### config.mk
export PLATFORM = sky130hd
export DESIGN_NAME = fixed_slot_free_list_allocator_top
export DESIGN_NICKNAME = d
export VERILOG_FILES = /design/src/hw/rtl/fsla_pkg.sv /design/src/hw/rtl/fsla_ctrl.sv /design/src/hw/rtl/fsla_dp.sv /design/src/hw/rtl/fixed_slot_free_list_allocator_top.sv
export SDC_FILE = /design/constraint.sdc
export NUM_CORES = 2
export LEC_CHECK = 0
export ABC_AREA = 0
export BUFFER_PORTS_ARGS = -buffer_cell sky130_fd_sc_hd__clkbuf_2
export CAP_MARGIN = 20
export CELL_PAD_IN_SITES_DETAIL_PLACEMENT = 0
export CELL_PAD_IN_SITES_GLOBAL_PLACEMENT = 1
export CORE_ASPECT_RATIO = 0.6
export CORE_MARGIN = 1.5
export CORE_UTILIZATION = 40
export DETAILED_ROUTE_END_ITERATION = 6
export GPL_ROUTABILITY_DRIVEN = 0
export MAX_ROUTING_LAYER = met4
export PLACE_DENSITY_LB_ADDON = 0.1
export SKIP_CTS_REPAIR_TIMING = 1
export SLEW_MARGIN = 25
export SYNTH_ARGS = -nofsm -noshare
export SYNTH_HDL_FRONTEND = slang
export SYNTH_SLANG_ARGS = --single-unit
### constraint.sdc
create_clock -name clk -period 7.02 [get_ports clk]
set_clock_uncertainty 0.15 [all_clocks]
set_input_delay 0.702 -clock clk [delete_from_list [all_inputs] [get_ports clk]]
set_output_delay 0.702 -clock clk [all_outputs]
set_load 0.01 [all_outputs]
### src/hw/rtl/fsla_pkg.sv
// Shared types, constants and codes for the fixed-slot free-list allocator.
`default_nettype none

package fsla_pkg;

  // Pool geometry
  localparam int SLOTS      = 256;
  localparam int SLOT_W     = 8;               // slot index width
  localparam int LINK_W     = SLOT_W + 1;      // link width, holds the null code
  localparam logic [LINK_W-1:0] LINK_NULL = LINK_W'(SLOTS);

  // Offset arithmetic
  localparam int GRAN_W     = 17;
  localparam int STRIDE_W   = GRAN_W + 1;
  localparam int PROD_W     = SLOT_W + STRIDE_W;
  localparam int OFF_W      = 24;
  localparam int HDR_BYTES  = 8;
  localparam logic [GRAN_W-1:0] GRAN_RESET = GRAN_W'(64);

  // Commands
  localparam logic CMD_ALLOC   = 1'b0;
  localparam logic CMD_RELEASE = 1'b1;

  // Result status codes
  localparam logic [1:0] ST_OK    = 2'd0;
  localparam logic [1:0] ST_EMPTY = 2'd1;
  localparam logic [1:0] ST_RANGE = 2'd2;

  typedef struct packed {
    logic              command;
    logic [SLOT_W-1:0] slot_index;
  } in_item_t;

  typedef struct packed {
    logic [1:0]        status;
    logic [SLOT_W-1:0] granted_slot;
    logic [OFF_W-1:0]  buffer_offset;
  } out_item_t;

  // Controller to datapath
  typedef struct packed {
    logic capture;   // latch input item, read link at head
    logic execute;   // update free list, load result register
  } ctrl_cmd_t;

endpackage

`default_nettype wire

### src/hw/rtl/fsla_ctrl.sv
// Controller: sequences capture and execute, owns the result valid flag.
`default_nettype none

module fsla_ctrl (
  input  wire logic              clk,
  input  wire logic              rst_n,
  input  wire logic              in_valid,
  output      logic              in_ready,
  output      logic              out_valid,
  input  wire logic              out_ready,
  output      fsla_pkg::ctrl_cmd_t cmd
);
  import fsla_pkg::*;

  typedef enum logic [1:0] {
    S_IDLE = 2'b01,
    S_EXEC = 2'b10
  } state_t;

  state_t state_r, state_nxt;
  logic   out_valid_r, out_valid_nxt;

  assign in_ready    = (state_r == S_IDLE);
  assign cmd.capture = in_valid && (state_r == S_IDLE);
  // result slot must be free, or drained this cycle
  assign cmd.execute = (state_r == S_EXEC) && (!out_valid_r || out_ready);
  assign out_valid   = out_valid_r;

  always_comb begin
    state_nxt = state_r;
    case (state_r)
      S_IDLE: begin
        if (cmd.capture) begin
          state_nxt = S_EXEC;
        end
      end
      S_EXEC: begin
        if (cmd.execute) begin
          state_nxt = S_IDLE;
        end
      end
      default: state_nxt = S_IDLE;
    endcase
  end

  always_comb begin
    out_valid_nxt = out_valid_r;
    if (out_valid_r && out_ready) begin
      out_valid_nxt = 1'b0;
    end
    if (cmd.execute) begin
      out_valid_nxt = 1'b1;
    end
  end

  always_ff @(posedge clk) begin
    if (!rst_n) begin
      state_r     <= S_IDLE;
      out_valid_r <= 1'b0;
    end else begin
      state_r     <= state_nxt;
      out_valid_r <= out_valid_nxt;
    end
  end

endmodule

`default_nettype wire

### src/hw/rtl/fsla_dp.sv
// Datapath: link memory, free head, granularity register, offset multiply.
`default_nettype none

module fsla_dp (
  input  wire logic                         clk,
  input  wire logic                         rst_n,
  input  wire fsla_pkg::ctrl_cmd_t          cmd,
  input  wire fsla_pkg::in_item_t           in_item,
  input  wire logic                         cfg_we,
  input  wire logic [fsla_pkg::GRAN_W-1:0]  cfg_data,
  output      fsla_pkg::out_item_t          out_item
);
  import fsla_pkg::*;

  logic [LINK_W-1:0] link_mem [SLOTS];
  logic [SLOTS-1:0]  link_vld_r, link_vld_nxt;
  logic [LINK_W-1:0] head_r, head_nxt;
  logic [GRAN_W-1:0] gran_r;
  in_item_t          item_r;
  logic [LINK_W-1:0] rd_link_r;
  out_item_t         out_r, out_nxt;

  logic [SLOT_W-1:0]   top;
  logic                head_null;
  logic [LINK_W-1:0]   reset_link;
  logic [LINK_W-1:0]   eff_link;
  logic                rel_range;
  logic [STRIDE_W-1:0] gran_rnd;
  logic [STRIDE_W-1:0] stride;
  logic [PROD_W-1:0]   product;
  logic                wr_en;
  logic [SLOT_W-1:0]   wr_addr;
  logic [LINK_W-1:0]   wr_data;

  assign top       = head_r[SLOT_W-1:0];
  assign head_null = (head_r >= LINK_W'(SLOTS));
  // never-written entries read as their reset chain link
  assign reset_link = (top == SLOT_W'(SLOTS - 1)) ? LINK_NULL
                                                  : LINK_W'({1'b0, top} + LINK_W'(1));
  assign eff_link  = link_vld_r[top] ? rd_link_r : reset_link;
  assign rel_range = ({1'b0, item_r.slot_index} >= LINK_W'(SLOTS));

  // stride = header + granularity rounded up to 8
  assign gran_rnd = ({1'b0, gran_r} + STRIDE_W'(7)) & ~STRIDE_W'(7);
  assign stride   = gran_rnd + STRIDE_W'(HDR_BYTES);
  assign product  = PROD_W'(top) * PROD_W'(stride);

  always_comb begin
    head_nxt     = head_r;
    link_vld_nxt = link_vld_r;
    out_nxt      = '0;
    wr_en        = 1'b0;
    wr_addr      = top;
    wr_data      = LINK_NULL;
    if (item_r.command == CMD_ALLOC) begin
      if (head_null) begin
        out_nxt.status = ST_EMPTY;
      end else begin
        out_nxt.status        = ST_OK;
        out_nxt.granted_slot  = top;
        out_nxt.buffer_offset = OFF_W'(product + PROD_W'(HDR_BYTES));
        head_nxt              = eff_link;
        wr_en                 = 1'b1;
        wr_addr               = top;
        wr_data               = LINK_NULL;
      end
    end else begin
      if (rel_range) begin
        out_nxt.status = ST_RANGE;
      end else begin
        out_nxt.status = ST_OK;
        head_nxt       = {1'b0, item_r.slot_index};
        wr_en          = 1'b1;
        wr_addr        = item_r.slot_index;
        wr_data        = head_r;
      end
    end
    if (wr_en) begin
      link_vld_nxt[wr_addr] = 1'b1;
    end
  end

  // link memory: one write, one registered read per item
  always_ff @(posedge clk) begin
    if (cmd.capture) begin
      rd_link_r <= link_mem[head_r[SLOT_W-1:0]];
    end
    if (cmd.execute && wr_en) begin
      link_mem[wr_addr] <= wr_data;
    end
  end

  always_ff @(posedge clk) begin
    if (cmd.capture) begin
      item_r <= in_item;
    end
    if (cmd.execute) begin
      out_r <= out_nxt;
    end
  end

  always_ff @(posedge clk) begin
    if (!rst_n) begin
      head_r     <= '0;
      link_vld_r <= '0;
      gran_r     <= GRAN_RESET;
    end else begin
      if (cmd.execute) begin
        head_r     <= head_nxt;
        link_vld_r <= link_vld_nxt;
      end
      if (cfg_we) begin
        gran_r <= cfg_data;
      end
    end
  end

  assign out_item = out_r;

endmodule

`default_nettype wire

### src/hw/rtl/fixed_slot_free_list_allocator_top.sv
// Top level of the fixed-slot free-list allocator: controller, datapath, checks.
//
//   channel | ports                          | payload
//   --------+--------------------------------+-------------------------------------
//   in      | in_valid / in_ready            | in_item: command, slot_index
//   out     | out_valid / out_ready          | out_item: status, granted_slot,
//           |                                |           buffer_offset
//   cfg     | cfg_valid / cfg_ready (always) | cfg_data: slot_granularity
//
// Each command is first captured, reading the head slot's link from the
// link memory (registered read), then executed, updating the free head and
// the link memory and loading the result register.
// Reset is synchronous; after reset the block takes items at once. Links not
// yet written read as their index-order chain through per-slot valid bits,
// so there is no clearing pass.
// A result waiting in the output register does not block the next transfer
// in; that item stalls in its update cycle until the result is taken.
`default_nettype none

module fixed_slot_free_list_allocator_top (
  input  wire logic                         clk,
  input  wire logic                         rst_n,
  input  wire logic                         in_valid,
  output      logic                         in_ready,
  input  wire fsla_pkg::in_item_t           in_item,
  output      logic                         out_valid,
  input  wire logic                         out_ready,
  output      fsla_pkg::out_item_t          out_item,
  input  wire logic                         cfg_valid,
  output      logic                         cfg_ready,
  input  wire logic [fsla_pkg::GRAN_W-1:0]  cfg_data
);
  import fsla_pkg::*;

  ctrl_cmd_t cmd;

  // register writes must arrive only while idle (not enforced here), so always take them
  assign cfg_ready = 1'b1;

  fsla_ctrl u_ctrl (
    .clk       (clk),
    .rst_n     (rst_n),
    .in_valid  (in_valid),
    .in_ready  (in_ready),
    .out_valid (out_valid),
    .out_ready (out_ready),
    .cmd       (cmd)
  );

  fsla_dp u_dp (
    .clk      (clk),
    .rst_n    (rst_n),
    .cmd      (cmd),
    .in_item  (in_item),
    .cfg_we   (cfg_valid && cfg_ready),
    .cfg_data (cfg_data),
    .out_item (out_item)
  );

  // capture and update never coincide
  a_cmd_excl: assert property (@(posedge clk) disable iff (!rst_n)
    !(cmd.capture && cmd.execute))
    else $error("capture and execute in the same cycle");

  // an accepted item blocks the input for its update cycle
  a_busy_after_take: assert property (@(posedge clk) disable iff (!rst_n)
    in_valid && in_ready |=> !in_ready)
    else $error("input ready right after a transfer in");

  // a new result only appears after an update
  a_out_from_exec: assert property (@(posedge clk) disable iff (!rst_n)
    $rose(out_valid) |-> $past(cmd.execute))
    else $error("result valid without an update");

  // failed commands carry no slot and no offset
  a_fail_zero: assert property (@(posedge clk) disable iff (!rst_n)
    out_valid && (out_item.status != ST_OK) |->
      (out_item.granted_slot == '0) && (out_item.buffer_offset == '0))
    else $error("failed command returned a slot");

endmodule

`default_nettype wire

==> results.md <==
Logic synthesis:
- Counting every instance in the synthesized netlist gives 5,121.
- The synthesized area per cell is 20.5 µm².
- Yosys mapped a number of flops with a built-in enable equal to 2,352.
- The share of async-settable or async-resettable flops after synthesis is 0.
- Among all flip-flop cells after synthesis, the most frequent one is sky130_fd_sc_hd__edfxtp_1.
- The cell type with the highest aggregate area in the netlist is sky130_fd_sc_hd__edfxtp_1.
- The synthesized cell area is 105,000 µm².
- The portion of synthesized cell area occupied by the leading cell type is 0.671.
- Counting flops and latches in the post-synthesis netlist gives 2,637.
- The share of the Yosys chip area taken by registers is 0.726.
- By area the synthesized netlist is led by sky130_fd_sc_hd__edfxtp_1 67%, sky130_fd_sc_hd__mux4_2 17%, sky130_fd_sc_hd__dfxtp_1 5.4%.
- In this run, distinct cell masters in the synthesized netlist total 58.
- The synthesis warning total is 0.

Clocking:
- The maximum number of buffers from clock root to sink is 4.
- Buffers inserted during clock tree synthesis total roughly 240.
- The clock sink count is 2,637.
- CTS placed an instance of sky130_fd_sc_hd__clkbuf_16 at the clock tree root.
- The deepest level of the CTS H-tree is 4.
- For the worst-skew pair, the clock arrives at the later sink with an insertion delay of 0.92 ns.
- The clock tree from TritonCTS is yes.
- After clock tree synthesis, the clock-pin slew on the worst setup and hold paths is 0.06 ns.

Cells and area:
- Relative to the synthesized area, the layout overhead comes to 13.4%.
- The area of combinational cells with multiple inputs is 27,400 µm².
- The share of final-layout standard cells stronger than drive strength 1 is 0.288.
- The sequential cells in the finished layout cover a total of ~76,000 µm².
- The fraction of the core area covered by cells at the end of the flow is 0.457.
- The final net count is 5,597.
- The fill cell total of the finished layout is 21,900.

Route:
- For this block, the initial DRC count from the detailed router was 5,471.
- The count of nets left with antenna violations after detail routing is 0.
- For this block, the via count after detailed routing is about 50,000.
- Before antenna repair, the detailed router went through 5 iterations.
- For this run, design rule violations remaining after detail routing come to 0.
- The total routed wirelength is 290 mm.
- In the final routed layout, each cell accounts on average for around 32 µm.
- After detailed routing, the number of vias per cell comes to ~5.7.

Worst setup path:
- The endpoint identified for the worst register-to-register timing path is u_dp.out_item[20].
- The path type of the worst setup path is register to register.
- The critical-path maximum fanout is 5.
- Measured in cells, the most critical reg-to-reg path has a length of 23.
- The reg-to-reg critical path startpoint is u_dp.gran_r[0].
- In this design, the stage delay of the slowest critical-path cell is roughly 0.5 ns.
- The worst register-to-register path has a setup slack of approximately 0.47 ns.
- Together, buffers and inverters on the worst path number 3.
- The worst setup path is captured at a register.
- Grouping stages by cell kind, the critical path spends the most delay in adder cells.
- The signal on the critical path passes through o31a_1 > nor2_1 > ha_1 > a21oi_1 > nor2_1 > nand4_1 > xor2_2 > buf_4 > nor2_1 > fa_1 > fa_1 > fa_1 > inv_1 > fa_1 > inv_1 > ha_1 > o21ai_0 > o21ai_0 > o211ai_1 > a311o_1 > a21oi_1 > xnor2_1 > nor2_1.
- The kind of start point of the critical path is a register.
- The cell with the largest stage delay on the worst path is sky130_fd_sc_hd__fa_1.
- The data required time of the critical path is approximately 7.5 ns.
- The endpoint arrival time on the critical path is about 7.0 ns.

STA:
- After layout, the minimum clock period comes to ~6.6 ns.
- Summed over all failing endpoints, the final setup total negative slack is 0 ns.
- For this run, the top clock speed supported by timing is approximately 0.15 GHz.
- Setup repair after global routing left no endpoint under its margin.
- The ratio of final minimum period to clock period is 0.933.
- The number of setup violations in the final report is 0.
- The number of hold violations in the final report is 0.
- The worst-case headroom to the max-slew limit is 0.265.
- The number of slew-limit violations in the final report is 0.
- For the pin with the worst max-slew slack, the measured transition is 1.10 ns.

Power:
- The total leakage power is 39.9 nW.
- Power comes to between 30 and 40 mW.
- IR analysis of the VDD net gives a maximum drop of 0.207 mV.
- The power density over cell area is 269 nW/µm².

Floorplanning:
- The floorplan step set the die height to 400 µm.
- The count of boundary I/O pins is 68.
- The effective utilization at floorplan is 0.403.
- The core region is 261,000 µm².
- The die covers 266,000 µm².
- The floorplan die width is 665 µm.
- The floorplan has 145 rows.

GRT:
- The total routing usage reported by global routing is 0.224.
- The first global-routing pass estimated slightly above 400 mm of wire.
- Entering global routing, the biggest net connects 209 pins.
- For this run the aggregate overflow at the end of global routing stands at 0.
- The initial antenna violation count is 27.
- The number of global-route vias before repair was approximately 52,000.

Min path:
- For hold timing, the worst endpoint is u_ctrl.out_valid.
- The source of the worst hold timing path is out_ready.
- Along the worst hold path, the cell count comes to 3.
- The min-delay analysis places its worst path in the category primary input to register.

Placed design:
- Detailed placement ended at an HPWL of about 180 mm.
- During placement, the flow inserted port buffers numbering a little over 60.

Outcome:
- The run finished with clean final reports.

Flow run:
- The tool flagged a number of max-cap violations equal to 0.
[layout make-up]
cell class,count,area share
clock buffer,335,0.0566
multi-input combinational,2061,0.229
timing repair buffer,363,0.0249
tap,3454,0.0362
inverter,131,0.00414
sequential,2637,0.640
clock inverter,116,0.00880
antenna,6,0.000126
[cells by family (layout without fill, tap and decap cells)]
family,count (synthesis),after routing,share of synthesized area
muxes,868,868,0.179
buffers and inverters,426,945,0.0174
xor gates and xnor gates,37,37,0.00308
DFF,2637,2637,0.726
other,2,11,0.0000714
and+or+nand+nor,629,629,0.0266
AOI/OAI and AO/OA,394,394,0.0275
adders and majority gates,128,128,0.0207
[per-stage QoR]
stage | worst slack (ns) | area (µm²) | cells | hold WS, ns
CTS | 0.364 | 119000 | 9069 | -0.231
global placement | 0.401 | 111000 | 8618 | 0.291
floorplan | 0.410 | 105000 | 5124 | 0.285
global route | 0.0215 | 119000 | 9097 | 0.00344
finish | 0.468 | 119000 | 9103 | 0.0227
detailed placement | 0.392 | 111000 | 8618 | 0.298
[synth_stat cells, types with 3 or more instances]
master / n
sky130_fd_sc_hd__a211o_1: 3
sky130_fd_sc_hd__a211oi_1: 4
sky130_fd_sc_hd__a21o_1: 3
sky130_fd_sc_hd__a21oi_1: 19
sky130_fd_sc_hd__a22o_1: 10
sky130_fd_sc_hd__a22oi_1: 27
sky130_fd_sc_hd__a31oi_1: 5
sky130_fd_sc_hd__and2_1: 32
sky130_fd_sc_hd__and3_1: 9
sky130_fd_sc_hd__buf_1: 38
sky130_fd_sc_hd__buf_2: 56
sky130_fd_sc_hd__buf_4: 22
sky130_fd_sc_hd__buf_6: 11
sky130_fd_sc_hd__clkbuf_1: 168
sky130_fd_sc_hd__clkinv_1: 3
sky130_fd_sc_hd__dfxtp_1: 285
sky130_fd_sc_hd__edfxtp_1: 2352
sky130_fd_sc_hd__fa_1: 77
sky130_fd_sc_hd__ha_1: 51
sky130_fd_sc_hd__inv_1: 128
sky130_fd_sc_hd__mux2_2: 5
sky130_fd_sc_hd__mux2i_1: 53
sky130_fd_sc_hd__mux4_2: 810
sky130_fd_sc_hd__nand2_1: 96
sky130_fd_sc_hd__nand2b_1: 32
sky130_fd_sc_hd__nand3_1: 13
sky130_fd_sc_hd__nand4_1: 10
sky130_fd_sc_hd__nor2_1: 354
sky130_fd_sc_hd__nor2b_1: 57
sky130_fd_sc_hd__nor3_1: 11
sky130_fd_sc_hd__nor3b_1: 3
sky130_fd_sc_hd__nor4_1: 4
sky130_fd_sc_hd__o211ai_1: 6
sky130_fd_sc_hd__o21a_1: 260
sky130_fd_sc_hd__o21ai_0: 22
sky130_fd_sc_hd__o221ai_1: 3
sky130_fd_sc_hd__o22ai_1: 6
sky130_fd_sc_hd__o31a_1: 3
sky130_fd_sc_hd__o31ai_1: 3
sky130_fd_sc_hd__o32ai_1: 7
sky130_fd_sc_hd__xnor2_1: 23
sky130_fd_sc_hd__xor2_1: 14
[routing by layer]
layer,global-route usage,part of all wire
met1,0.358,0.50
met2,0.302,0.42
met5,-,0
met4,0.0347,0.015
met3,0.0404,0.068
[tightest hold or removal path, cell delays in order]
cell and delay, ns:
sky130_fd_sc_hd__clkbuf_2 0.07, sky130_fd_sc_hd__nand2b_1 0.14, sky130_fd_sc_hd__a21boi_0 0.09
[worst max path at each step]
| stage | slack (ns) | from | cells past startpoint | endpoint |
|---|---|---|---|---|
| 2_1_floorplan | 0.41 | u_dp.head_r[4] | 8 | u_dp.link_mem[0][4] |
| 6_report | 0.47 | u_dp.gran_r[0] | 23 | u_dp.out_item[20] |
| 4_1_cts | 0.36 | u_dp.gran_r[0] | 23 | u_dp.out_item[20] |
| 3_5_place_dp | 0.39 | u_dp.gran_r[0] | 23 | u_dp.out_item[20] |
| 3_3_place_gp | 0.40 | u_dp.gran_r[0] | 23 | u_dp.out_item[22] |
| 5_1_grt | 0.02 | u_dp.gran_r[0] | 23 | u_dp.out_item[20] |
[layout by cell type, fill, tap and decap left out, types with 54 or more instances in the layout]
cell type	Yosys	final
sky130_fd_sc_hd__buf_4	22	253
sky130_fd_sc_hd__clkbuf_1	168	63
sky130_fd_sc_hd__clkbuf_16	0	246
sky130_fd_sc_hd__clkbuf_2	0	61
sky130_fd_sc_hd__dfxtp_1	285	279
sky130_fd_sc_hd__edfxtp_1	2352	2352
sky130_fd_sc_hd__fa_1	77	77
sky130_fd_sc_hd__inv_1	128	128
sky130_fd_sc_hd__mux4_2	810	810
sky130_fd_sc_hd__nand2_1	96	77
sky130_fd_sc_hd__nor2_1	354	280
sky130_fd_sc_hd__nor2_2	0	74
sky130_fd_sc_hd__nor2b_1	57	54
sky130_fd_sc_hd__o21a_1	260	260
[registers in the layout, summed over array words and instances, names as in the netlist]
register          count
u_ctrl.out_valid      1
u_dp.rd_link_r        9
u_dp.out_item        30
u_dp.head_r           9
u_dp.gran_r          17
u_dp.link_mem      2304
u_dp.item_r           9
u_ctrl.state_r        2
u_dp.link_vld_r     256
[power by group]
group	switching (mW)	internal, mW
registers	0.0429	17.2
logic	1.16	0.476
clock network	5.91	7.37
total	7.11	25.0
(Power assumes the default switching activity.)
